$ cat config.mk
export PLATFORM = sky130hd
export DESIGN_NAME = tte_fifo
export DESIGN_NICKNAME = d
export VERILOG_FILES = /design/src/design/tte_pkg.sv /design/src/design/tte_fifo.sv
export SDC_FILE = /design/constraint.sdc
export NUM_CORES = 1
export LEC_CHECK = 0
export BUFFER_PORTS_ARGS = -buffer_cell sky130_fd_sc_hd__buf_4
export CAP_MARGIN = 20
export CORE_MARGIN = 2
export CORE_UTILIZATION = 53
export DETAILED_ROUTE_END_ITERATION = 12
export PLACE_DENSITY_LB_ADDON = 0.2
export SYNTH_ARGS = -nofsm -noshare
export SYNTH_HDL_FRONTEND = slang
export SYNTH_SLANG_ARGS = --single-unit
$ cat constraint.sdc
create_clock -name clk_i -period 3.1 [get_ports clk_i]
set_clock_uncertainty 0.15 [all_clocks]
set_input_delay 0.62 -clock clk_i [delete_from_list [all_inputs] [get_ports clk_i]]
set_output_delay 0.62 -clock clk_i [all_outputs]
set_load 0.1 [all_outputs]
$ cat src/design/tte_pkg.sv
`default_nettype none

package tte_pkg;

  // Fixed field widths of the item, result and register set.
  localparam int DELAY_W  = 17;
  localparam int GAIN_W   = 7;
  localparam int SAMPLE_W = 16;
  localparam int DATA_W   = 32;

  // Default depth of the echo buffer in words.
  localparam int TTE_RING_DEPTH = 65536;

  // Significant bits of an input sample; the rest are masked off.
  localparam int SAMPLE_BITS = 16;
  localparam logic [SAMPLE_W-1:0] SAMPLE_MASK =
    (SAMPLE_BITS >= SAMPLE_W) ? {SAMPLE_W{1'b1}}
                              : SAMPLE_W'((64'd1 << SAMPLE_BITS) - 64'd1);

  // Depth of the command queue between front and back end.
  localparam int QUEUE_DEPTH = 4;

  // Gains are percentages and saturate at one hundred.
  localparam logic [GAIN_W-1:0] GAIN_MAX = 7'd100;

  // Unsigned 32-bit division by 100 as a multiply by a scaled reciprocal.
  localparam logic [31:0] RECIP_100   = 32'd1374389535;
  localparam int          RECIP_SHIFT = 37;

  // Configuration port address width: five registers at word addresses.
  localparam int APB_ADDR_W = 5;

  typedef enum logic [2:0] {
    REG_DELAY_A  = 3'd0,
    REG_GAIN_A   = 3'd1,
    REG_DELAY_B  = 3'd2,
    REG_GAIN_B   = 3'd3,
    REG_TWO_TAPS = 3'd4
  } reg_idx_e;

  typedef enum logic {
    KIND_SAMPLE = 1'b0,
    KIND_TICK   = 1'b1
  } kind_e;

  // Register set as seen by the front end.
  typedef struct packed {
    logic [DELAY_W-1:0] delay_a;
    logic [GAIN_W-1:0]  gain_a;
    logic [DELAY_W-1:0] delay_b;
    logic [GAIN_W-1:0]  gain_b;
    logic               two_taps;
  } cfg_t;

  // Width of one queued command for a buffer address of aw bits.
  // Fields: emit, use_b, word, addr, slot_a, slot_b, gain_a, gain_b.
  function automatic int tte_cmd_width(input int aw);
    return 2 + SAMPLE_W + 3 * aw + 2 * GAIN_W;
  endfunction

  // Saturate a gain to one hundred percent.
  function automatic logic [GAIN_W-1:0] clamp_gain(input logic [GAIN_W-1:0] g);
    return (g > GAIN_MAX) ? GAIN_MAX : g;
  endfunction

endpackage

`default_nettype wire

$ cat src/design/tte_fifo.sv
`default_nettype none

module tte_fifo
  import tte_pkg::*;
#(
  parameter int WIDTH = 8,
  parameter int DEPTH = QUEUE_DEPTH
) (
  input  logic             clk_i,
  input  logic             rst_ni,
  input  logic             push_valid_i,
  output logic             push_ready_o,
  input  logic [WIDTH-1:0] push_data_i,
  output logic             pop_valid_o,
  input  logic             pop_ready_i,
  output logic [WIDTH-1:0] pop_data_o
);

  localparam int PW = (DEPTH > 1) ? $clog2(DEPTH) : 1;
  localparam int NW = $clog2(DEPTH + 1);

  logic [WIDTH-1:0] entry_q [DEPTH];
  logic [PW-1:0]    wr_ptr_q, wr_ptr_d, rd_ptr_q, rd_ptr_d;
  logic [NW-1:0]    count_q, count_d;
  logic             push, pop;

  assign push_ready_o = (count_q != NW'(DEPTH));
  assign pop_valid_o  = (count_q != '0);
  assign pop_data_o   = entry_q[rd_ptr_q];
  assign push         = push_valid_i & push_ready_o;
  assign pop          = pop_valid_o & pop_ready_i;

  // Pointer and occupancy update.
  always_comb begin
    wr_ptr_d = wr_ptr_q;
    rd_ptr_d = rd_ptr_q;
    count_d  = count_q;
    if (push) begin
      wr_ptr_d = (wr_ptr_q == PW'(DEPTH - 1)) ? '0 : wr_ptr_q + PW'(1);
    end
    if (pop) begin
      rd_ptr_d = (rd_ptr_q == PW'(DEPTH - 1)) ? '0 : rd_ptr_q + PW'(1);
    end
    if (push && !pop) begin
      count_d = count_q + NW'(1);
    end else if (pop && !push) begin
      count_d = count_q - NW'(1);
    end
  end

  always_ff @(posedge clk_i or negedge rst_ni) begin
    if (!rst_ni) begin
      wr_ptr_q <= '0;
      rd_ptr_q <= '0;
      count_q  <= '0;
    end else begin
      wr_ptr_q <= wr_ptr_d;
      rd_ptr_q <= rd_ptr_d;
      count_q  <= count_d;
    end
  end

  // Entry storage.
  always_ff @(posedge clk_i) begin
    if (push) begin
      entry_q[wr_ptr_q] <= push_data_i;
    end
  end

endmodule

`default_nettype wire

* Word level (Yosys, flattened, before mapping)
Memories as Yosys holds them, arrays and structs flattened.
Cells that the tools add are included.
** Word-level totals
- Register bits :: 7
- RAM bits :: 32
- Bits of input ports :: 12
- Output and inout port bits :: 10
- Logic and storage cells :: 25
- Memories :: 1
** Operators by class
- Add/sub/neg operators :: 4
- Equal/unequal tests :: 3
- Muxes and demuxes :: 6
- Bitwise logic cells :: 2
- Reductions and logical operators :: 6
** Memories
- entry_q :: depth 4, bits a word 8, rd ports 1, clocked after memory_dff 0, wr ports 1, RTL line tte_fifo.sv:22 : logic [WIDTH-1:0] entry_q [DEPTH];
** Operators with widths (count)
- 3-bit 2-to-1 mux :: 2
- 2-bit by 1-bit adder with 2-bit output (second input constant) :: 2
- 2-bit equality test (second input constant) :: 2
- 2-bit 2-to-1 mux :: 2
- 3-bit by 1-bit adder with 3-bit output (second input constant) :: 1
- 3-bit inequality test (second input constant) :: 1
- 3-bit nonzero test :: 1
- 3-bit by 1-bit subtractor with 3-bit output (second input constant) :: 1
- 1-bit AND :: 2
- 1-bit logical AND :: 2
- 1-bit logical NOT :: 2
- 1-bit 2-to-1 mux :: 2
- 2-bit nonzero test :: 1

* Logic depth before layout (Yosys ltp)
- Depth in word-level cells :: 6
- Gate-level depth with buffers :: 8
- Gate-level depth less buffers :: 8

* Worst setup path before layout
Ideal clock, no wire load.
- Path kind :: flip-flop to flip-flop
- From :: register count_q[0]
- To :: register count_q[2]
- Library setup time :: 0.079 ns
- Arrival :: 2.350 ns
- Required time :: 2.871 ns
- Slack :: 0.521 ns
- Stages on the path, launching flop included :: 9
- Buffers on the path :: 0
- Period minus slack after synthesis :: 2.579 ns
- Cell sequence :: dfrtp_1 -> or3_2 -> nand2_1 -> ha_1 -> inv_1 -> fa_1 -> xor2_1 -> nor2_1 -> xor2_1
** On the way
- Word-level cells in the longest chain between the ends :: 5
- Elaborated cells on any way between the ends :: 13
- Classes of those cells :: add/sub: 2; eq/ne: 1; mux: 2; bitwise: 2; reduce/logical: 6
** Ends and longest elaborated chain
- start: declaration :: RTL line tte_fifo.sv:24 : logic [NW-1:0] count_q, count_d;
- start signal: assignment :: RTL line tte_fifo.sv:59 : count_q <= count_d;
- 3-bit nonzero test (*) :: RTL line tte_fifo.sv:28 : assign pop_valid_o = (count_q != '0);
- via pop_valid_o :: RTL line tte_fifo.sv:14 : output logic pop_valid_o,
- 1-bit AND (*) :: RTL line tte_fifo.sv:31 : assign pop = pop_valid_o & pop_ready_i;
- 1-bit logical NOT :: RTL line tte_fifo.sv:44 : if (push && !pop) begin
- 1-bit logical AND :: RTL line tte_fifo.sv:44
- 3-bit 2-to-1 mux / 2-bit nonzero test (equally long branches)
Mark *: on every way through the listed nets, which the timed path passes. The rest lies on a longest branch. The select of a mux whose other input is x is not followed.
A chain may end at the register's enable or synchronous reset.

* Worst setup path in the final report
- From :: register rd_ptr_q[0]
- To :: output pop_data_o[2]
** On the way
- Word-level cells in the longest chain between the ends :: 1
** Ends and longest elaborated chain
- start: declaration :: RTL line tte_fifo.sv:23 : logic [PW-1:0] wr_ptr_q, wr_ptr_d, rd_ptr_q, rd_ptr_d;
- start signal: assignment :: RTL line tte_fifo.sv:58 : rd_ptr_q <= rd_ptr_d;
- memory read 4 x 8 bit
- end: declaration :: RTL line tte_fifo.sv:16 : output logic [WIDTH-1:0] pop_data_o
No other way between the ends.

==> run_summary.xml <==
<?xml version="1.0" encoding="UTF-8"?>
<metrics>
  <group name="grt">
    <metric name="number_of_global_route_vias_before_repair" unit="">805</metric>
    <metric name="initial_antenna_violation_count" unit="">0</metric>
    <metric name="grt_start_max_net_pins" unit="">12</metric>
    <metric name="global_route_wire_length_before_repair" unit="um">3610</metric>
    <metric name="grt_overflow_total" unit="">0</metric>
    <metric name="gr_util_all_layers" unit="%">15.3</metric>
  </group>
  <group name="logic_synthesis">
    <metric name="synthesis.nets" unit="">97</metric>
    <metric name="syn-cell-area" unit="mm2">0.00159</metric>
    <metric name="netlist-cell-type-count" unit="">18</metric>
    <metric name="ys.warnings.count" unit="">0</metric>
    <metric name="synth_seq_cells" unit="">39</metric>
    <metric name="post_syn_instances" unit="">78</metric>
    <metric name="syn_area_per_cell" unit="um2">20.4</metric>
    <metric name="portion_of_the_post_synthesis_area_used_by_sequential_elements" unit="%">71.3</metric>
  </group>
  <group name="detailed_routing">
    <metric name="drc" unit="">2</metric>
    <metric name="firstDrtPassIters" unit="">8</metric>
    <metric name="vias_per_cell" unit="">5.54</metric>
    <metric name="antenna_viol_nets_final" unit="">0</metric>
    <metric name="first_iter_violations" unit="">22</metric>
    <metric name="routed_wl" unit="um">2300</metric>
    <metric name="detail_route.wl_per_cell" unit="um">16.9</metric>
    <metric name="routed_via_count" unit="">753</metric>
  </group>
  <group name="clock_network">
    <metric name="clock_insertion_delay_at_the_later_pin_of_the_skew_report" unit="ps">320</metric>
    <metric name="numClockSinks" unit="">39</metric>
    <metric name="cts-buffers-inserted" unit="">5</metric>
    <metric name="clockBufferDepth" unit="">2</metric>
    <metric name="clk_pin_slew" unit="ps">110</metric>
    <metric name="post_cts_resize_count" unit="">0</metric>
    <metric name="clock_tree_from_tritoncts" unit="">done</metric>
    <metric name="clock_root_buffer_master" unit="">sky130_fd_sc_hd__clkbuf_4</metric>
    <metric name="clock_tree.htree_level_count" unit="">2</metric>
  </group>
  <group name="timing">
    <metric name="report.final.setup_viol" unit="">0</metric>
    <metric name="slew_limit_fails" unit="">0</metric>
    <metric name="rsz0062_at_grt" unit="">no</metric>
    <metric name="max_clock_freq" unit="MHz">377</metric>
    <metric name="final-hold-violation-count" unit="">0</metric>
    <metric name="setup_tns" unit="ps">0</metric>
    <metric name="period_needed" unit="ps">2650</metric>
    <metric name="max_slew_headroom" unit="%">61.0</metric>
    <metric name="minimum_setup_slack_in_the_final_design" unit="ps">448</metric>
    <metric name="timing_worst_slew_pin_value" unit="ps">585</metric>
    <metric name="final.period_utilization" unit="%">85.5</metric>
  </group>
  <group name="worst_setup_path">
    <metric name="worstPathArrival" unit="ps">1880</metric>
    <metric name="crit_slowest_cell" unit="">sky130_fd_sc_hd__dfrtp_1</metric>
    <metric name="critical_setup_path_class" unit="">reg -&gt; out</metric>
    <metric name="critPathMaxFanout" unit="">11</metric>
    <metric name="cp-start-kind" unit="">register</metric>
    <metric name="worstPathRequired" unit="ps">2330</metric>
    <metric name="critPathCaptureType" unit="">output pin</metric>
    <metric name="cpPeakStageDelay" unit="ps">720</metric>
    <metric name="critical_path.cell_chain" unit="">mux4_2 &gt; buf_4</metric>
  </group>
  <group name="die">
    <metric name="std_cell_rows" unit="">19</metric>
    <metric name="die_w" unit="um">58.8</metric>
    <metric name="full_die_area" unit="mm2">0.00346</metric>
    <metric name="core" unit="mm2">0.00281</metric>
    <metric name="floorplan.die.height" unit="um">58.8</metric>
    <metric name="top_level_ports" unit="">22</metric>
    <metric name="floorplan.initialDensity" unit="%">56.8</metric>
  </group>
  <group name="finish">
    <metric name="top_library_cells_by_usage_in_the_layout_fill_and_taps_aside" unit="">32 x sky130_fd_sc_hd__edfxtp_1, 21 x sky130_fd_sc_hd__buf_4, 8 x sky130_fd_sc_hd__mux4_2, 7 x sky130_fd_sc_hd__dfrtp_1, 6 x sky130_fd_sc_hd__ha_1</metric>
    <metric name="layout.core_utilization" unit="%">65.5</metric>
    <metric name="layout.cells.most_common" unit="">sky130_fd_sc_hd__edfxtp_1</metric>
    <metric name="fraction_of_final_layout_cells_with_drive_strength_greater_than_1" unit="%">44.8</metric>
    <metric name="n_antenna_cell" unit="">0</metric>
    <metric name="finalNetCount" unit="">124</metric>
    <metric name="final_cell_area" unit="mm2">0.00184</metric>
    <metric name="area_growth" unit="%">15.3</metric>
  </group>
  <group name="outcome">
    <metric name="outcome" unit="">finished with violations</metric>
    <metric name="violations" unit="">DRC</metric>
  </group>
  <group name="placed_design">
    <metric name="gp_routability_congestion" unit="">0.664</metric>
    <metric name="placed_cell_area" unit="mm2">0.00178</metric>
    <metric name="io_buffers" unit="">21</metric>
    <metric name="place.detailed.hpwl" unit="um">1650</metric>
    <metric name="placement.setup.worst_slack" unit="ps">755</metric>
  </group>
  <group name="flow_run">
    <metric name="drv_cap" unit="">0</metric>
  </group>
  <group name="min_path">
    <metric name="hold_path.class" unit="">in -&gt; reg</metric>
  </group>
</metrics>
[critical path: cells and delay by family (launching register included)]
kind     cells  cell delay [ps]
flops        1              720
mux          1              590
buf+inv      1              250
[through the flow]
step,instances,hold slack [ps]
after CTS,136,334
after global routing,136,321
after floorplan,78,174
final,136,341
after global placement,128,288
after detailed placement,128,292
[state kept, by name, summed over array words and instances, names as in the netlist]
register  count
wr_ptr_q      2
count_q       3
entry_q      32
rd_ptr_q      2
[worst paths after layout]
path | startpoint | end | slack (ps) | depth (start not counted)
worst min-delay path | push_data_i[3] | entry_q[3][3] | 340 | 1
worst min register to register | count_q[2] | count_q[2] | 360 | 1
worst max register to register | count_q[0] | count_q[2] | 760 | 8
min in group asynchronous | rst_ni | wr_ptr_q[1] | 480 | 2
max in group asynchronous | rst_ni | rd_ptr_q[0] | 2190 | 2
worst max-delay path | rd_ptr_q[0] | pop_data_o[2] | 450 | 2
[routing by layer]
metal | global-route usage, % | part of all wire, % | up-vias
li1 | - | - | 354
met3 | 5.71 | 5.0 | 4
met5 | 0 | 0 | -
met1 | 17.0 | 40 | 378
met4 | 7.14 | 1.8 | 0
met2 | 26.0 | 53 | 17
[Yosys cell counts]
| library cell | count | area, um2 |
|---|---|---|
| sky130_fd_sc_hd__mux2_2 | 3 | 33.8 |
| sky130_fd_sc_hd__edfxtp_1 | 32 | 961 |
| sky130_fd_sc_hd__or3b_4 | 1 | 11.3 |
| sky130_fd_sc_hd__xnor2_1 | 1 | 8.76 |
| sky130_fd_sc_hd__buf_1 | 1 | 3.75 |
| sky130_fd_sc_hd__buf_2 | 1 | 5.00 |
| sky130_fd_sc_hd__nor2_1 | 3 | 11.3 |
| sky130_fd_sc_hd__ha_1 | 6 | 75.1 |
| sky130_fd_sc_hd__and2_4 | 1 | 8.76 |
| sky130_fd_sc_hd__dfrtp_1 | 7 | 175 |
| sky130_fd_sc_hd__mux2_4 | 2 | 30.0 |
| sky130_fd_sc_hd__or3_2 | 1 | 7.51 |
| sky130_fd_sc_hd__mux4_2 | 8 | 180 |
| sky130_fd_sc_hd__inv_1 | 3 | 11.3 |
| sky130_fd_sc_hd__nand2_1 | 1 | 3.75 |
| sky130_fd_sc_hd__xor2_1 | 2 | 17.5 |
| sky130_fd_sc_hd__and3_2 | 4 | 30.0 |
| sky130_fd_sc_hd__fa_1 | 1 | 20.0 |
[cell type report]
cell class	instances	area (um2)
fillers	209	967
inverters	3	11.3
repair buffers	22	168
clock inverters	2	8.76
multi-input cells	34	438
flip-flops and latches	39	1140
clock buffers	5	37.5
well taps	31	38.8
[logic make-up after synthesis]
logic type / share of synthesized area, %
flip-flops: 71.3
multiplexers: 15.3
AND/OR/NAND/NOR: 4.55
adder cells (fa/ha/maj): 5.97
buffers and inverters: 1.26
XOR/XNOR: 1.65
[what timing repair did]
action                    4_1_cts  5_1_grt
hold endpoints to repair        7        0
setup buffers                   0        0
hold buffers                    1        0
Power is not shown: default switching activity piles up to over one toggle a cycle in this logic, so the estimate is an artifact.
