--- src/design/tte_pkg.sv ---
`default_nettype none

package tte_pkg;

  // Fixed field widths of the item, result and register set.
  localparam int DELAY_W  = 17;
  localparam int GAIN_W   = 7;
  localparam int SAMPLE_W = 16;
  localparam int DATA_W   = 32;

  // Default depth of the echo buffer in words.
  localparam int TTE_RING_DEPTH = 65536;

  // Significant bits of an input sample; the rest are masked off.
  localparam int SAMPLE_BITS = 16;
  localparam logic [SAMPLE_W-1:0] SAMPLE_MASK =
    (SAMPLE_BITS >= SAMPLE_W) ? {SAMPLE_W{1'b1}}
                              : SAMPLE_W'((64'd1 << SAMPLE_BITS) - 64'd1);

  // Depth of the command queue between front and back end.
  localparam int QUEUE_DEPTH = 4;

  // Gains are percentages and saturate at one hundred.
  localparam logic [GAIN_W-1:0] GAIN_MAX = 7'd100;

  // Unsigned 32-bit division by 100 as a multiply by a scaled reciprocal.
  localparam logic [31:0] RECIP_100   = 32'd1374389535;
  localparam int          RECIP_SHIFT = 37;

  // Configuration port address width: five registers at word addresses.
  localparam int APB_ADDR_W = 5;

  typedef enum logic [2:0] {
    REG_DELAY_A  = 3'd0,
    REG_GAIN_A   = 3'd1,
    REG_DELAY_B  = 3'd2,
    REG_GAIN_B   = 3'd3,
    REG_TWO_TAPS = 3'd4
  } reg_idx_e;

  typedef enum logic {
    KIND_SAMPLE = 1'b0,
    KIND_TICK   = 1'b1
  } kind_e;

  // Register set as seen by the front end.
  typedef struct packed {
    logic [DELAY_W-1:0] delay_a;
    logic [GAIN_W-1:0]  gain_a;
    logic [DELAY_W-1:0] delay_b;
    logic [GAIN_W-1:0]  gain_b;
    logic               two_taps;
  } cfg_t;

  // Width of one queued command for a buffer address of aw bits.
  // Fields: emit, use_b, word, addr, slot_a, slot_b, gain_a, gain_b.
  function automatic int tte_cmd_width(input int aw);
    return 2 + SAMPLE_W + 3 * aw + 2 * GAIN_W;
  endfunction

  // Saturate a gain to one hundred percent.
  function automatic logic [GAIN_W-1:0] clamp_gain(input logic [GAIN_W-1:0] g);
    return (g > GAIN_MAX) ? GAIN_MAX : g;
  endfunction

endpackage

`default_nettype wire

--- src/design/tte_if.sv ---
`default_nettype none

// Input channel: one sample word or silence tick per handshake.
interface tte_in_if;
  logic        valid;
  logic        ready;
  logic [0:0]  kind;
  logic [15:0] sample_in;

  modport source (output valid, output kind, output sample_in, input ready);
  modport sink   (input valid, input kind, input sample_in, output ready);
endinterface


`default_nettype wire

--- src/design/tte_front.sv ---
`default_nettype none

module tte_front
  import tte_pkg::*;
#(
  parameter int RING_DEPTH = TTE_RING_DEPTH
) (
  input  logic       clk_i,
  input  logic       rst_ni,
  tte_in_if.sink     in_i,
  input  cfg_t       cfg_i,
  output logic       cmd_valid_o,
  input  logic       cmd_ready_i,
  output logic [tte_cmd_width($clog2(RING_DEPTH))-1:0] cmd_o
);

  localparam int AW = $clog2(RING_DEPTH);
  localparam int LW = $clog2(RING_DEPTH + 1);
  localparam int CW = (LW > DELAY_W) ? LW : DELAY_W;

  typedef struct packed {
    logic                emit;
    logic                use_b;
    logic [SAMPLE_W-1:0] word;
    logic [AW-1:0]       addr;
    logic [AW-1:0]       slot_a;
    logic [AW-1:0]       slot_b;
    logic [GAIN_W-1:0]   gain_a;
    logic [GAIN_W-1:0]   gain_b;
  } cmd_t;

  // A delay of zero counts as one; delays saturate at the buffer depth.
  function automatic logic [LW-1:0] clamp_delay(input logic [DELAY_W-1:0] d);
    logic [CW-1:0] dx;
    dx = CW'(d);
    if (d == '0) begin
      return LW'(1);
    end else if (dx > CW'(RING_DEPTH)) begin
      return LW'(RING_DEPTH);
    end else begin
      return LW'(dx);
    end
  endfunction

  // Slot that will be read delay items after base, wrapped at len.
  function automatic logic [AW-1:0] echo_slot(input logic [AW-1:0] base,
                                              input logic [LW-1:0] delay,
                                              input logic [LW-1:0] len);
    logic [LW:0] sum;
    sum = (LW+1)'(base) + (LW+1)'(delay);
    if (sum >= (LW+1)'(len)) begin
      sum = sum - (LW+1)'(len);
    end
    return AW'(sum);
  endfunction

  logic [LW-1:0] fill_count_q, fill_count_d;
  logic [AW-1:0] ring_pos_q, ring_pos_d;

  logic [LW-1:0] da, db, len;
  logic [AW-1:0] base, next_pos;
  logic [LW-1:0] pos_inc;
  logic          accept;
  cmd_t          cmd;

  assign in_i.ready  = cmd_ready_i;
  assign cmd_valid_o = in_i.valid;
  assign accept      = in_i.valid & cmd_ready_i;
  assign cmd_o       = cmd;

  // Ring length follows the delays in use.
  always_comb begin
    da  = clamp_delay(cfg_i.delay_a);
    db  = clamp_delay(cfg_i.delay_b);
    len = (cfg_i.two_taps && (db > da)) ? db : da;
  end

  // Oldest slot, and where the ring goes after it.
  always_comb begin
    base     = (LW'(ring_pos_q) >= len) ? '0 : ring_pos_q;
    pos_inc  = LW'(base) + LW'(1);
    next_pos = (pos_inc >= len) ? '0 : AW'(pos_inc);
  end

  // Classify the item and build its command for the back end.
  always_comb begin
    cmd.emit   = (fill_count_q >= len);
    cmd.use_b  = cfg_i.two_taps;
    cmd.word   = (kind_e'(in_i.kind) == KIND_TICK) ? '0 : (in_i.sample_in & SAMPLE_MASK);
    cmd.addr   = cmd.emit ? base : AW'(fill_count_q);
    cmd.slot_a = echo_slot(base, da, len);
    cmd.slot_b = echo_slot(base, db, len);
    cmd.gain_a = clamp_gain(cfg_i.gain_a);
    cmd.gain_b = clamp_gain(cfg_i.gain_b);
  end

  // Fill count grows while filling; the ring position moves once full.
  always_comb begin
    fill_count_d = fill_count_q;
    ring_pos_d   = ring_pos_q;
    if (accept) begin
      if (cmd.emit) begin
        ring_pos_d = next_pos;
      end else begin
        fill_count_d = fill_count_q + LW'(1);
      end
    end
  end

  always_ff @(posedge clk_i or negedge rst_ni) begin
    if (!rst_ni) begin
      fill_count_q <= '0;
      ring_pos_q   <= '0;
    end else begin
      fill_count_q <= fill_count_d;
      ring_pos_q   <= ring_pos_d;
    end
  end

endmodule

`default_nettype wire

--- src/flat_wrapper.sv ---
// flat-port wrapper written by rule: the top's interface ports become plain ports
module tte_front_flat import tte_pkg::*;
#(
  parameter int RING_DEPTH = TTE_RING_DEPTH
)
  (clk_i, rst_ni, cfg_i, cmd_valid_o, cmd_ready_i, cmd_o, in_i_valid, in_i_kind, in_i_sample_in, in_i_ready);
  tte_in_if in_i_i ();
  input  logic clk_i;
  input  logic rst_ni;
  input  cfg_t cfg_i;
  output logic cmd_valid_o;
  input  logic cmd_ready_i;
  output logic [tte_cmd_width($clog2(RING_DEPTH))-1:0] cmd_o;
  input wire logic [$bits(in_i_i.valid)-1:0] in_i_valid;
  input wire logic [$bits(in_i_i.kind)-1:0] in_i_kind;
  input wire logic [$bits(in_i_i.sample_in)-1:0] in_i_sample_in;
  output wire logic [$bits(in_i_i.ready)-1:0] in_i_ready;
  assign in_i_i.valid = in_i_valid;
  assign in_i_i.kind = in_i_kind;
  assign in_i_i.sample_in = in_i_sample_in;
  assign in_i_ready = in_i_i.ready;
  tte_front #(.RING_DEPTH(RING_DEPTH)) u_core (.clk_i(clk_i), .rst_ni(rst_ni), .in_i(in_i_i), .cfg_i(cfg_i), .cmd_valid_o(cmd_valid_o), .cmd_ready_i(cmd_ready_i), .cmd_o(cmd_o));
endmodule
--- config.mk ---
export PLATFORM = sky130hd
export DESIGN_NAME = tte_front_flat
export DESIGN_NICKNAME = d
export VERILOG_FILES = /design/src/design/tte_pkg.sv /design/src/design/tte_if.sv /design/src/design/tte_front.sv /design/src/flat_wrapper.sv
export SDC_FILE = /design/constraint.sdc
export NUM_CORES = 1
export LEC_CHECK = 0
export BUFFER_PORTS_ARGS = -buffer_cell sky130_fd_sc_hd__buf_2
export CORE_UTILIZATION = 47
export DETAILED_ROUTE_END_ITERATION = 8
export GPL_ROUTABILITY_DRIVEN = 1
export PLACE_DENSITY = 0.7
export SYNTH_ARGS = -nofsm -noshare
export SYNTH_HDL_FRONTEND = slang
export SYNTH_SLANG_ARGS = --single-unit
--- constraint.sdc ---
create_clock -name clk_i -period 20.1 [get_ports clk_i]
set_input_delay 0 -clock clk_i [delete_from_list [all_inputs] [get_ports clk_i]]
set_output_delay 0 -clock clk_i [all_outputs]
set_load 0.02 [all_outputs]
After elaboration in Yosys (flattened, before gate mapping) --
Index checks and enable logic that the tools add are counted.
Storage, ports and cells: register bits after elaboration 33, input port bits 70, output and inout port bits 82, word-level logic and storage cells 38
Operators by class: $add $sub $neg 6, magnitude comparators 10, mux-type cells 13, bitwise logic cells 2, reductions and logical operators 5
Operators with widths (count):
- 16-bit 2-to-1 mux | 6
- 17-bit 2-to-1 mux | 5
- 16-bit by 17-bit adder with 18-bit output | 2
- 18-bit by 17-bit greater-or-equal comparator with 1-bit output | 2
- 17-bit greater-or-equal comparator | 2
- 17-bit > comparator, second input constant | 2
- 17-bit logical NOT | 2
- 16-bit subtractor | 2
- 16-bit by 1-bit adder with 17-bit output, second input constant | 1
- 17-bit by 1-bit adder with 17-bit output, second input constant | 1
- 16-bit by 17-bit greater-or-equal comparator with 1-bit output | 1
- 17-bit > comparator | 1
- 7-bit > comparator, second input constant | 2
- 7-bit 2-to-1 mux | 2
- 2-bit AND reduction | 2
- 1-bit AND | 1
- 1-bit logical AND | 1
- 1-bit NOT | 1

Logic depth before layout (Yosys ltp) --
Gate-level depths: netlist of run 1.
depth in word-level cells 11, depth in mapped cells 43, gate-level depth less buffers 38

Least setup slack after synthesis of run 1 --
No wires, ideal clock.
path kind input-to-output, from input port cfg_i[41] (netlist bit), to output port cmd_o[14], arrival time 8933 ps, required time 20100 ps, setup slack 11167 ps, stages on the path 42, path buffers 5, cells stage by stage nor4_1 > nand4_1 > nand2_1 > nand2_1 > ha_1 > and2_1 > a221o_1 > a221o_1 > a22o_2 > clkbuf_1 > a21oi_1 > ha_1 > nand4_1 > a21oi_1 > o311ai_0 > nand2_1 > nand4_2 > clkbuf_1 > [6 not listed] > a211oi_1 > a41oi_1 > o31ai_1 > a21oi_1 > maj3_1 > a21oi_1 > xnor2_1 > ha_1 > nand2_1 > o21ai_0 > or4_1 > and3_1 > o21a_1 > o21ai_0 > a21o_1 > o21ai_1 > buf_2 > mux2i_1
On the way: cells in the longest elaborated chain, start to end 11, elaborated cells on any way between the ends 13, those cells by class 2 x add/sub; 4 x order compare; 5 x mux; 2 x reduce/logical
Ends and longest elaborated chain:
- start, declared | line flat_wrapper.sv:10 | input cfg_t cfg_i;
- 17-bit > comparator | line tte_front.sv:38 | end else if (dx > CW'(RING_DEPTH)) begin
- 17-bit 2-to-1 mux | line tte_front.sv:38
- 17-bit 2-to-1 mux * | line tte_front.sv:36 | if (d == '0) begin
- 17-bit > comparator | line tte_front.sv:75 | len = (cfg_i.two_taps && (db > da)) ? db : da;
- 1-bit logical AND | line tte_front.sv:75
- 17-bit 2-to-1 mux * | line tte_front.sv:75
- 16-bit by 17-bit greater-or-equal comparator with 1-bit output | line tte_front.sv:80 | base = (LW'(ring_pos_q) >= len) ? '0 : ring_pos_q;
- 16-bit 2-to-1 mux | line tte_front.sv:80
- 16-bit by 17-bit adder with 18-bit output | line tte_front.sv:50 | sum = (LW+1)'(base) + (LW+1)'(delay);
- 16-bit subtractor or 18-bit by 17-bit greater-or-equal comparator with 1-bit output (tied branches) | line tte_front.sv:52, tte_front.sv:51
- 16-bit 2-to-1 mux * | line tte_front.sv:51 | if (sum >= (LW+1)'(len)) begin
- end, declared | line flat_wrapper.sv:13 | output logic [tte_cmd_width($clog2(RING_DEPTH))-1:0] cmd_o;
Every way passes the cells marked *; elsewhere a longest branch is shown, timed or not.

Worst setup path in the final report of run 1 --
from input port cfg_i[41] (netlist bit), to output port cmd_o[25]
Same word-level chain as after synthesis.

==> key figures, run 1 <==
Layout
  • Antenna diode count: 0
  • Commonest non-fill, non-tap cell in the layout: sky130_fd_sc_hd__buf_2
  • Most frequent cells in the layout: 151 x sky130_fd_sc_hd__buf_2, 130 x sky130_fd_sc_hd__ha_1, 90 x sky130_fd_sc_hd__nand2_1
  • Area grow syn2layout: 13.5%
  • Non-filler cells, final: approximately 1,400
  • Final net count: 1,341
  • Proportion of layout cells with a drive suffix above 1: 0.203
  • Post-layout util: 0.550
  • Cell area after layout: 8840 um2

Setup path
  • Endpoint class of the critical path: primary output
  • Slack of the worst reg-to-reg path: approximately 14 ns
  • Largest incremental delay on the critical path: between 0.7 and 0.8 ns
  • Length in cells of the worst reg-to-reg path: 21
  • Startpoint type of the worst setup path: input port
  • Data required time at the worst endpoint: just over 20 ns
  • Worst setup path end: cmd_o[25]
  • Top fanout value on the critical path: 31
  • First element of the critical path: cfg_i[41]
  • Data arrival time of the worst path: 11.04 ns
  • Capturing point of the worst reg2reg path: u_core.ring_pos_q[15]$_DFFE_PN0P_
  • Critical R2R Launch: u_core.ring_pos_q[3]$_DFFE_PN0P_
  • Crit-path slowest cell: sky130_fd_sc_hd__a21oi_1
  • Critical path start-end classification: in -> out

Place
  • Pre-CTS setup slack: 9.31 ns
  • Cell area after placement: between 8000 and 9000 um2
  • DP Wirelength: 19.8 mm
  • Cell count after placement: 1,347
  • Count of buffers inserted at the top-level ports: 151
  • Routability congestion estimate: 0.913

Route
  • Drt first pass iters: 5
  • Final routed wirelength across all metal layers: 24.0 mm
  • Number of vias in the routed layout: 8,004
  • Via density: 5.90
  • Number of routed nets with antenna violations: 0
  • Count of routing violations after the opening detailed-route iteration: 469
  • Routed wire per std cell: 17.7 um
  • Remaining design rule violation count: 0

Clock network
  • CTS tree: built
  • H-tree levels: 2
  • Clock insertion delay at the later pin of the skew report: 0.28 ns
  • TritonCTS buffer count: 5
  • Buffer depth of the longest clock path: 2
  • Clock Tree Root: sky130_fd_sc_hd__clkbuf_16
  • Clock Sinks: 33
  • Post-CTS setup repair buffer count: 0

STA
  • Final critical path time including I/O delays and setup: 11.04 ns
  • Worst Slack Setup Final: about 9.1 ns
  • Fin. Hold Viols: 0
  • Worst hold slack: 0.228 ns
  • Fmax: 90.6 MHz
  • Max-slew violation count: 0
  • Number of endpoints failing setup at the final stage: 0
  • Relative slew slack: 0.288
  • Maximum clock skew at final layout: between 0.005 and 0.006 ns
  • Unrepaired setup endpoints after global routing: false
  • Transition at the pin with the smallest max-transition slack: roughly 1.1 ns
  • Ratio of final minimum period to clock period: 0.549
  • Setup TNS Final: 0 ns

Floorplanning
  • Starting density of the core: 0.485
  • Floorplan die width: around 130 um
  • Row cnt: 46
  • Number of top-level pins: about 150
  • Total die area: roughly 17,000 um2
  • Vertical extent of the die: approximately 130 um
  • Floorplan core area: 16,100 um2

Logic synthesis
  • Proportion of register bits with asynchronous set or reset after synthesis: 1.00
  • Yosys cell types: 81
  • Mapped Area: a little under 8000 um2
  • Post-synthesis register bit count: 33
  • Portion of the post-synthesis area used by sequential elements: 0.106
  • Number of warning messages in the yosys log: 0
  • Synth area leaders: sky130_fd_sc_hd__ha_1 21%, sky130_fd_sc_hd__dfrtp_1 11%, sky130_fd_sc_hd__xnor2_1 6.2%
  • Predominant post-synthesis flop cell: sky130_fd_sc_hd__dfrtp_1
  • Count of flip-flops with a built-in enable after synthesis: 0
  • Cell count after synthesis: around 1,000
  • Largest area contributor in the synthesized netlist: sky130_fd_sc_hd__ha_1
  • Synth Net Count: 1,214
  • Yosys top cell area share: 0.209
  • Synth Area per Inst: about 7.7 um2

Power
  • Pwr Density: 80.0 nW/um2
  • Total power draw: 0.707 mW
  • Maximum ir drop on the vdd rail: 0.0629 mV
  • Leak pwr: ~4.4 nW

Worst hold path
  • Min-delay worst type: in -> out

Global route
  • Vias in the first global route: 7,279
  • Number of antenna violations at the first check in global routing: 0
  • GRT Resource Usage Total: 0.278
  • Largest net degree at the start of global routing: 34
  • Global-route wire length before repair: between 30 and 40 mm
  • Total gr overflow: 0

Run status
  • Outcome: finished clean

Run
  • MaxCap Viol Count: 0
==> flip-flops by register name (all words and copies together) (netlist names) <==
name	count
u_core.fill_count_q	17
u_core.ring_pos_q	16
==> how the worst min path moves through the flow <==
stage | cells after the start | to | from | slack (ns)
final | 2 | cmd_valid_o | in_i_valid | 0.23
after global routing | 2 | cmd_valid_o | in_i_valid | 0.23
after CTS | 2 | cmd_valid_o | in_i_valid | 0.23
after detailed placement | 1 | u_core.fill_count_q[13]$_DFFE_PN0P_ | rst_ni | 0.14
after global placement | 1 | u_core.fill_count_q[13]$_DFFE_PN0P_ | rst_ni | 0.13
after floorplan | 0 | u_core.fill_count_q[0]$_DFFE_PN0P_ | rst_ni | -0.30
==> synthesized netlist by cell type (7+ instances only) <==
master	instances
sky130_fd_sc_hd__dfrtp_1	33
sky130_fd_sc_hd__clkbuf_1	27
sky130_fd_sc_hd__nand4_1	31
sky130_fd_sc_hd__nor4_1	11
sky130_fd_sc_hd__ha_1	130
sky130_fd_sc_hd__and2_1	22
sky130_fd_sc_hd__o31ai_1	9
sky130_fd_sc_hd__a21oi_1	78
sky130_fd_sc_hd__nand3_1	20
sky130_fd_sc_hd__xnor2_1	55
sky130_fd_sc_hd__mux2_4	9
sky130_fd_sc_hd__o21ai_0	45
sky130_fd_sc_hd__a31oi_1	15
sky130_fd_sc_hd__mux2_2	34
sky130_fd_sc_hd__nand2_1	90
sky130_fd_sc_hd__and3_1	11
sky130_fd_sc_hd__a211oi_1	7
sky130_fd_sc_hd__a21o_1	30
sky130_fd_sc_hd__nor2b_1	40
sky130_fd_sc_hd__nor3_1	18
sky130_fd_sc_hd__o22ai_1	7
sky130_fd_sc_hd__o21a_1	9
sky130_fd_sc_hd__xor2_1	25
sky130_fd_sc_hd__nor2_1	81
sky130_fd_sc_hd__inv_1	55
sky130_fd_sc_hd__nand2b_1	9
==> cell families (layout without fill, tap and decap cells) <==
logic type | Yosys count | after routing | share of synthesized area
AO/OA/AOI/OAI | 260 | 260 | 0.223
XOR/XNOR | 81 | 81 | 0.0920
adder cells (fa/ha/maj) | 138 | 138 | 0.222
buffers and inverters | 91 | 219 | 0.0480
flip-flops | 33 | 33 | 0.106
multiplexers | 48 | 48 | 0.0729
AND/OR/NAND/NOR | 361 | 361 | 0.236
==> routing by layer <==
metal	up-vias	GRT usage	part of all wire
met1	3691	0.364	0.45
li1	3975	-	-
met3	43	0.0171	0.059
met4	0	0.114	0.037
met5	-	0	0
met2	295	0.476	0.45
==> final cells by class <==
type / count / area (um2)
Clock buffer: 5 / 125
Multi-Input combinational cell: 888 / 6600
Sequential cell: 33 / 826
Fill cell: 1583 / 7220
Timing Repair Buffer: 156 / 796
Clock inverter: 3 / 17.5
Inverter: 55 / 206
Tap cell: 216 / 270
==> power breakdown <==
part	switching [mW]	internal (mW)	total (mW)
Clock	0.0300	0.0454	0.0754
Sequential	0.0178	0.0757	0.0935
Combinational	0.313	0.225	0.538
==> worst max-delay path, delay by kind of cell <==
kind,cells,cell delay [ns]
buf+inv,4,0.52
xor+xnor,1,0.26
fa+ha+maj,4,1.35
simple gates,11,3.51
compound gates,19,5.07
mux,1,0.29
==> timing repair <==
action,4_1_cts,5_1_grt
endpoints found under the hold margin,33,0
hold buffers,1,0
resized for setup,0,0
Power figures use the tool's default switching activity.
==> run 2, diff against run 1 <==
--- a/config.mk
+++ b/config.mk
@@ -5,11 +5,12 @@
 export SDC_FILE = /design/constraint.sdc
 export NUM_CORES = 1
 export LEC_CHECK = 0
+export ABC_AREA = 1
 export BUFFER_PORTS_ARGS = -buffer_cell sky130_fd_sc_hd__buf_2
 export CORE_UTILIZATION = 47
 export DETAILED_ROUTE_END_ITERATION = 8
 export GPL_ROUTABILITY_DRIVEN = 1
-export PLACE_DENSITY = 0.7
+export PLACE_DENSITY = 0.69
 export SYNTH_ARGS = -nofsm -noshare
 export SYNTH_HDL_FRONTEND = slang
 export SYNTH_SLANG_ARGS = --single-unit
==> constraint.sdc (replaced) <==
create_clock -name clk_i -period 11.4 [get_ports clk_i]
set_input_delay 0 -clock clk_i [delete_from_list [all_inputs] [get_ports clk_i]]
set_output_delay 0 -clock clk_i [all_outputs]
set_load 0.02 [all_outputs]
==> key figures, run 2 <==
Run status
  • Outcome: finished clean (unchanged)

Logic synthesis
  • Area share of and/or/nand/nor cells after synthesis: 0.366 (was 0.236)
  • Top cell types by occurrence after synthesis: 395 x sky130_fd_sc_hd__nand2_1, 194 x sky130_fd_sc_hd__inv_1, 130 x sky130_fd_sc_hd__ha_1, 114 x sky130_fd_sc_hd__nor2_1, 79 x sky130_fd_sc_hd__a21oi_1 (was 130 x sky130_fd_sc_hd__ha_1, 90 x sky130_fd_sc_hd__nand2_1, 81 x sky130_fd_sc_hd__nor2_1, 78 x sky130_fd_sc_hd__a21oi_1)
  • Main combinational cell family by area after synthesis: simple AND/OR/NAND/NOR gates (unchanged)
  • Synthesized-area fraction occupied by ao, oa, aoi and oai cells: 0.142 (was 0.223)
  • Yosys top cell area share: 0.200 (was 0.209)
  • Predominant post-synthesis flop cell: sky130_fd_sc_hd__dfrtp_1 (unchanged)
  • Post-synthesis register bit count: 33 (unchanged)
  • Area share of fa/ha/maj cells after synthesis: 0.205 (was 0.222)
  • Portion of netlist area occupied by mux cells: 0 (was 0.0729)
  • Area share of xor/xnor cells in the synthesized design: 0.0740 (was 0.0920)
  • Leading cell type by number of instances after synthesis: sky130_fd_sc_hd__nand2_1 (was sky130_fd_sc_hd__ha_1)
  • Number of warning messages in the yosys log: 0 (unchanged)
  • Count of flip-flops with a built-in enable after synthesis: 0 (unchanged)
  • Proportion of register bits with asynchronous set or reset after synthesis: 1.00 (unchanged)
  • Synth area leaders: sky130_fd_sc_hd__ha_1 20%, sky130_fd_sc_hd__nand2_1 18%, sky130_fd_sc_hd__dfrtp_1 10% (was sky130_fd_sc_hd__ha_1 21%, sky130_fd_sc_hd__dfrtp_1 11%, sky130_fd_sc_hd__xnor2_1 6.2%)
  • Mapped Area: 8140 um2 (was 7790 um2)
  • Synth Net Count: 1,546 (was 1,214)
  • Cell count after synthesis: 1,344 (was 1,012)
  • Yosys cell types: 53 (was 81)
  • Synth Area per Inst: 6.05 um2 (was 7.70 um2)
  • Portion of the post-synthesis area used by sequential elements: 0.102 (was 0.106)
  • Largest area contributor in the synthesized netlist: sky130_fd_sc_hd__ha_1 (unchanged)

Setup path
  • First element of the critical path: cfg_i[9] (was cfg_i[41])
  • Data arrival time of the worst path: 9.10 ns (was 11.04 ns)
  • Data required time at the worst endpoint: 11.40 ns (was 20.10 ns)
  • Critical R2R Launch: u_core.ring_pos_q[7]$_DFFE_PN0P_ (was u_core.ring_pos_q[3]$_DFFE_PN0P_)
  • Critical Path Most Common Cell: sky130_fd_sc_hd__nand2_1
  • Critical path start-end classification: in -> out (unchanged)
  • Crit-path slowest cell: sky130_fd_sc_hd__nor2_1 (was sky130_fd_sc_hd__a21oi_1)
  • Top fanout value on the critical path: 33 (was 31)
  • Startpoint type of the worst setup path: input port (unchanged)
  • Endpoint class of the critical path: primary output (unchanged)
  • Slack of the worst reg-to-reg path: 6.06 ns (was 14.42 ns)
  • Largest incremental delay on the critical path: 0.53 ns (was 0.71 ns)

Layout
  • Non-filler cells, final: 1,716 (was 1,356)
  • Antenna diode count: 0 (unchanged)
  • Area grow syn2layout: 14.7% (was 13.5%)
  • Number of flip-flops under the largest register name: 17 (unchanged)
  • Leading registers by flop count: u_core.fill_count_q: 17 flops, u_core.ring_pos_q: 16 flops (unchanged)
  • Biggest register: u_core.fill_count_q (unchanged)
  • Number of fillers in the final layout: 1,775 (was 1,583)
  • Cell area after layout: 9330 um2 (was 8840 um2)
  • Commonest non-fill, non-tap cell in the layout: sky130_fd_sc_hd__nand2_1 (was sky130_fd_sc_hd__buf_2)
  • Most frequent cells in the layout: 395 x sky130_fd_sc_hd__nand2_1, 194 x sky130_fd_sc_hd__inv_1, 151 x sky130_fd_sc_hd__buf_2 (was 151 x sky130_fd_sc_hd__buf_2, 130 x sky130_fd_sc_hd__ha_1, 90 x sky130_fd_sc_hd__nand2_1)
  • Post-layout util: 0.557 (was 0.550)
  • Multi-input combinational cell area: 6410 um2 (was 6600 um2)
  • Proportion of layout cells with a drive suffix above 1: 0.151 (was 0.203)
  • Final net count: 1,697 (was 1,341)
  • Sequential cell area: 826 um2 (unchanged)

Place
  • Count of buffers inserted at the top-level ports: 151 (unchanged)
  • Pre-CTS setup slack: 2.62 ns (was 9.31 ns)
  • Routability congestion estimate: 1.04 (was 0.913)
  • Cell count after placement: 1,707 (was 1,347)
  • Cell area after placement: 9140 um2 (was 8680 um2)
  • DP Wirelength: 22.4 mm (was 19.8 mm)

Route
  • Drt first pass iters: 5 (unchanged)
  • Routed met1 length: 12.0 mm (was 10.8 mm)
  • Met3 routed wirelength: 2.27 mm (was 1.40 mm)
  • Final routed wirelength across all metal layers: 27.6 mm (was 24.0 mm)
  • Via density: 5.42 (was 5.90)
  • Sum of met2 wire segment lengths after detailed routing: 12.1 mm (was 10.9 mm)
  • Highest routing layer actually used: met4 (unchanged)
  • Number of routed nets with antenna violations: 0 (unchanged)
  • Routed wire per std cell: 16.1 um (was 17.7 um)
  • Number of vias in the routed layout: 9,295 (was 8,004)
  • Remaining design rule violation count: 0 (unchanged)
  • Count of routing violations after the opening detailed-route iteration: 925 (was 469)

Clock network
  • Clock transition time at the flip-flop clock pins of the worst setup and hold paths: approximately 0.06 ns
  • Buffer depth of the longest clock path: 2 (unchanged)
  • H-tree levels: 2 (unchanged)
  • CTS tree: built (unchanged)
  • Clock insertion delay at the later pin of the skew report: 0.29 ns (was 0.28 ns)
  • Clock Tree Root: sky130_fd_sc_hd__clkbuf_16 (unchanged)
  • CTS resizes: 0 (unchanged)
  • TritonCTS buffer count: 5 (unchanged)
  • Clock Sinks: 33 (unchanged)

Global route
  • Number of antenna violations at the first check in global routing: 0 (unchanged)
  • Vias in the first global route: 8,434 (was 7,279)
  • GRT Resource Usage Total: 0.307 (was 0.278)
  • Total gr overflow: 0 (unchanged)
  • Global-route wire length before repair: 43.0 mm (was 37.1 mm)
  • Largest net degree at the start of global routing: 34 (unchanged)

Run
  • MaxCap Viol Count: 0 (unchanged)

STA
  • Fin. Hold Viols: 0 (unchanged)
  • Worst Slack Setup Final: 2.30 ns (was 9.06 ns)
  • Setup TNS Final: 0 ns (unchanged)
  • Worst hold slack: 0.178 ns (was 0.228 ns)
  • Number of endpoints failing setup at the final stage: 0 (unchanged)
  • Transition at the pin with the smallest max-transition slack: 1.13 ns (was 1.06 ns)
  • Maximum clock skew at final layout: 0.00414 ns (was 0.00559 ns)
  • Max-slew violation count: 0 (unchanged)
  • Fmax: approximately 110 MHz
  • Unrepaired setup endpoints after global routing: false (unchanged)
  • Relative slew slack: 0.246 (was 0.288)
  • Final critical path time including I/O delays and setup: 9.10 ns
  • Ratio of final minimum period to clock period: 0.798

Power
  • Net switching share of the total power: 0.587 (was 0.511)
  • Power dissipated by switching net loads: 1.28 mW (was 0.361 mW)
  • Pwr Density: 234 nW/um2 (was 80.0 nW/um2)
  • Total power draw: 2.19 mW (was 0.707 mW)
  • Leak pwr: 5.53 nW (was 4.43 nW)
  • Internal cell power: 0.903 mW (was 0.346 mW)
  • Portion of total power attributed to the clock network: 0.075 (was 0.107)
  • Proportion of power drawn by combinational gates: 0.835 (was 0.761)
  • Maximum ir drop on the vdd rail: 0.231 mV (was 0.0629 mV)
  • Share of power burned in registers: 0.090 (was 0.132)

Worst hold path
  • Min-delay worst type: in -> reg (was in -> out)
  • Hold wc startpoint: cmd_ready_i (was in_i_valid)

Floorplanning
  • Row cnt: 47 (was 46)
  • Total die area: 17,800 um2 (was 17,100 um2)
  • Number of top-level pins: 152 (unchanged)
  • Starting density of the core: 0.485 (about the same)
  • Vertical extent of the die: 134 um (was 131 um)
  • Floorplan core area: 16,800 um2 (was 16,100 um2)
  • Floorplan die width: 134 um (was 131 um)
-- run 2: cell count changes after synthesis, moves of 13 or more --
| cell | before | now |
|---|---|---|
| sky130_fd_sc_hd__nand2_2 | 0 | 13 |
| sky130_fd_sc_hd__xnor2_1 | 55 | 21 |
| sky130_fd_sc_hd__inv_1 | 55 | 194 |
| sky130_fd_sc_hd__xor2_1 | 25 | 44 |
| sky130_fd_sc_hd__nand3_1 | 20 | 66 |
| sky130_fd_sc_hd__mux2_2 | 34 | 0 |
| sky130_fd_sc_hd__nand2_1 | 90 | 395 |
| sky130_fd_sc_hd__nor2_1 | 81 | 114 |
| sky130_fd_sc_hd__nor2b_1 | 40 | 0 |
| sky130_fd_sc_hd__a21o_1 | 30 | 7 |
| sky130_fd_sc_hd__o21ai_0 | 45 | 70 |
| sky130_fd_sc_hd__and2_1 | 22 | 1 |
-- run 2: power groups by stage --
stage	clock, mW	combinational [mW]	sequential (mW)
5_1_grt	0.171	2.03	0.199
6_report	0.165	1.83	0.196
3_3_place_gp	0	1.78	0.196
3_5_place_dp	0	1.78	0.197
2_1_floorplan	0	1.34	0.182
4_1_cts	0.165	1.80	0.195
-- run 2: timing repair --
action                                 in CTS  in global routing
buffers inserted                            0                  0
hold buffers                                1                  0
endpoints found under the hold margin      33                  0
-- run 2: worst paths after layout --
kind                                                       end  depth (start not counted)
setup / recovery                                     cmd_o[36]                         50
max in group asynchronous     u_core.ring_pos_q[0]$_DFFE_PN0P_                          2
hold reg to reg            u_core.fill_count_q[16]$_DFFE_PN0P_                          1
hold / removal              u_core.fill_count_q[0]$_DFFE_PN0P_                          5
setup reg to reg             u_core.ring_pos_q[11]$_DFFE_PN0P_                         28
min in group asynchronous   u_core.fill_count_q[9]$_DFFE_PN0P_                          2
-- run 2: final cells by class --
type	instances	area share
Multi-Input combinational cell	1085	0.687
Timing Repair Buffer	168	0.0949
Sequential cell	33	0.0885
Inverter	202	0.0815
Tap cell	220	0.0295
Clock buffer	6	0.0149
Clock inverter	2	0.00402
-- run 2: cell families after synthesis --
logic type      count (synthesis)
fa+ha+maj                     132
simple gates                  679
xor+xnor                       67
buf+inv                       226
compound gates                207
flops                          33
-- run 2: critical path, delay by kind of cell --
family / cells / cell delay, ns
adders and majority gates: 4 / 1.28
and+or+nand+nor: 28 / 4.29
xor gates and xnor gates: 1 / 0.25
AOI/OAI and AO/OA: 9 / 1.90
buffers and inverters: 8 / 1.33
-- run 2: layer usage --
layer | global-route usage | vias up
li1 | - | 4701
met1 | 0.420 | 4135
met2 | 0.495 | 397
met3 | 0.0312 | 62
met4 | 0.120 | 0
met5 | 0 | -
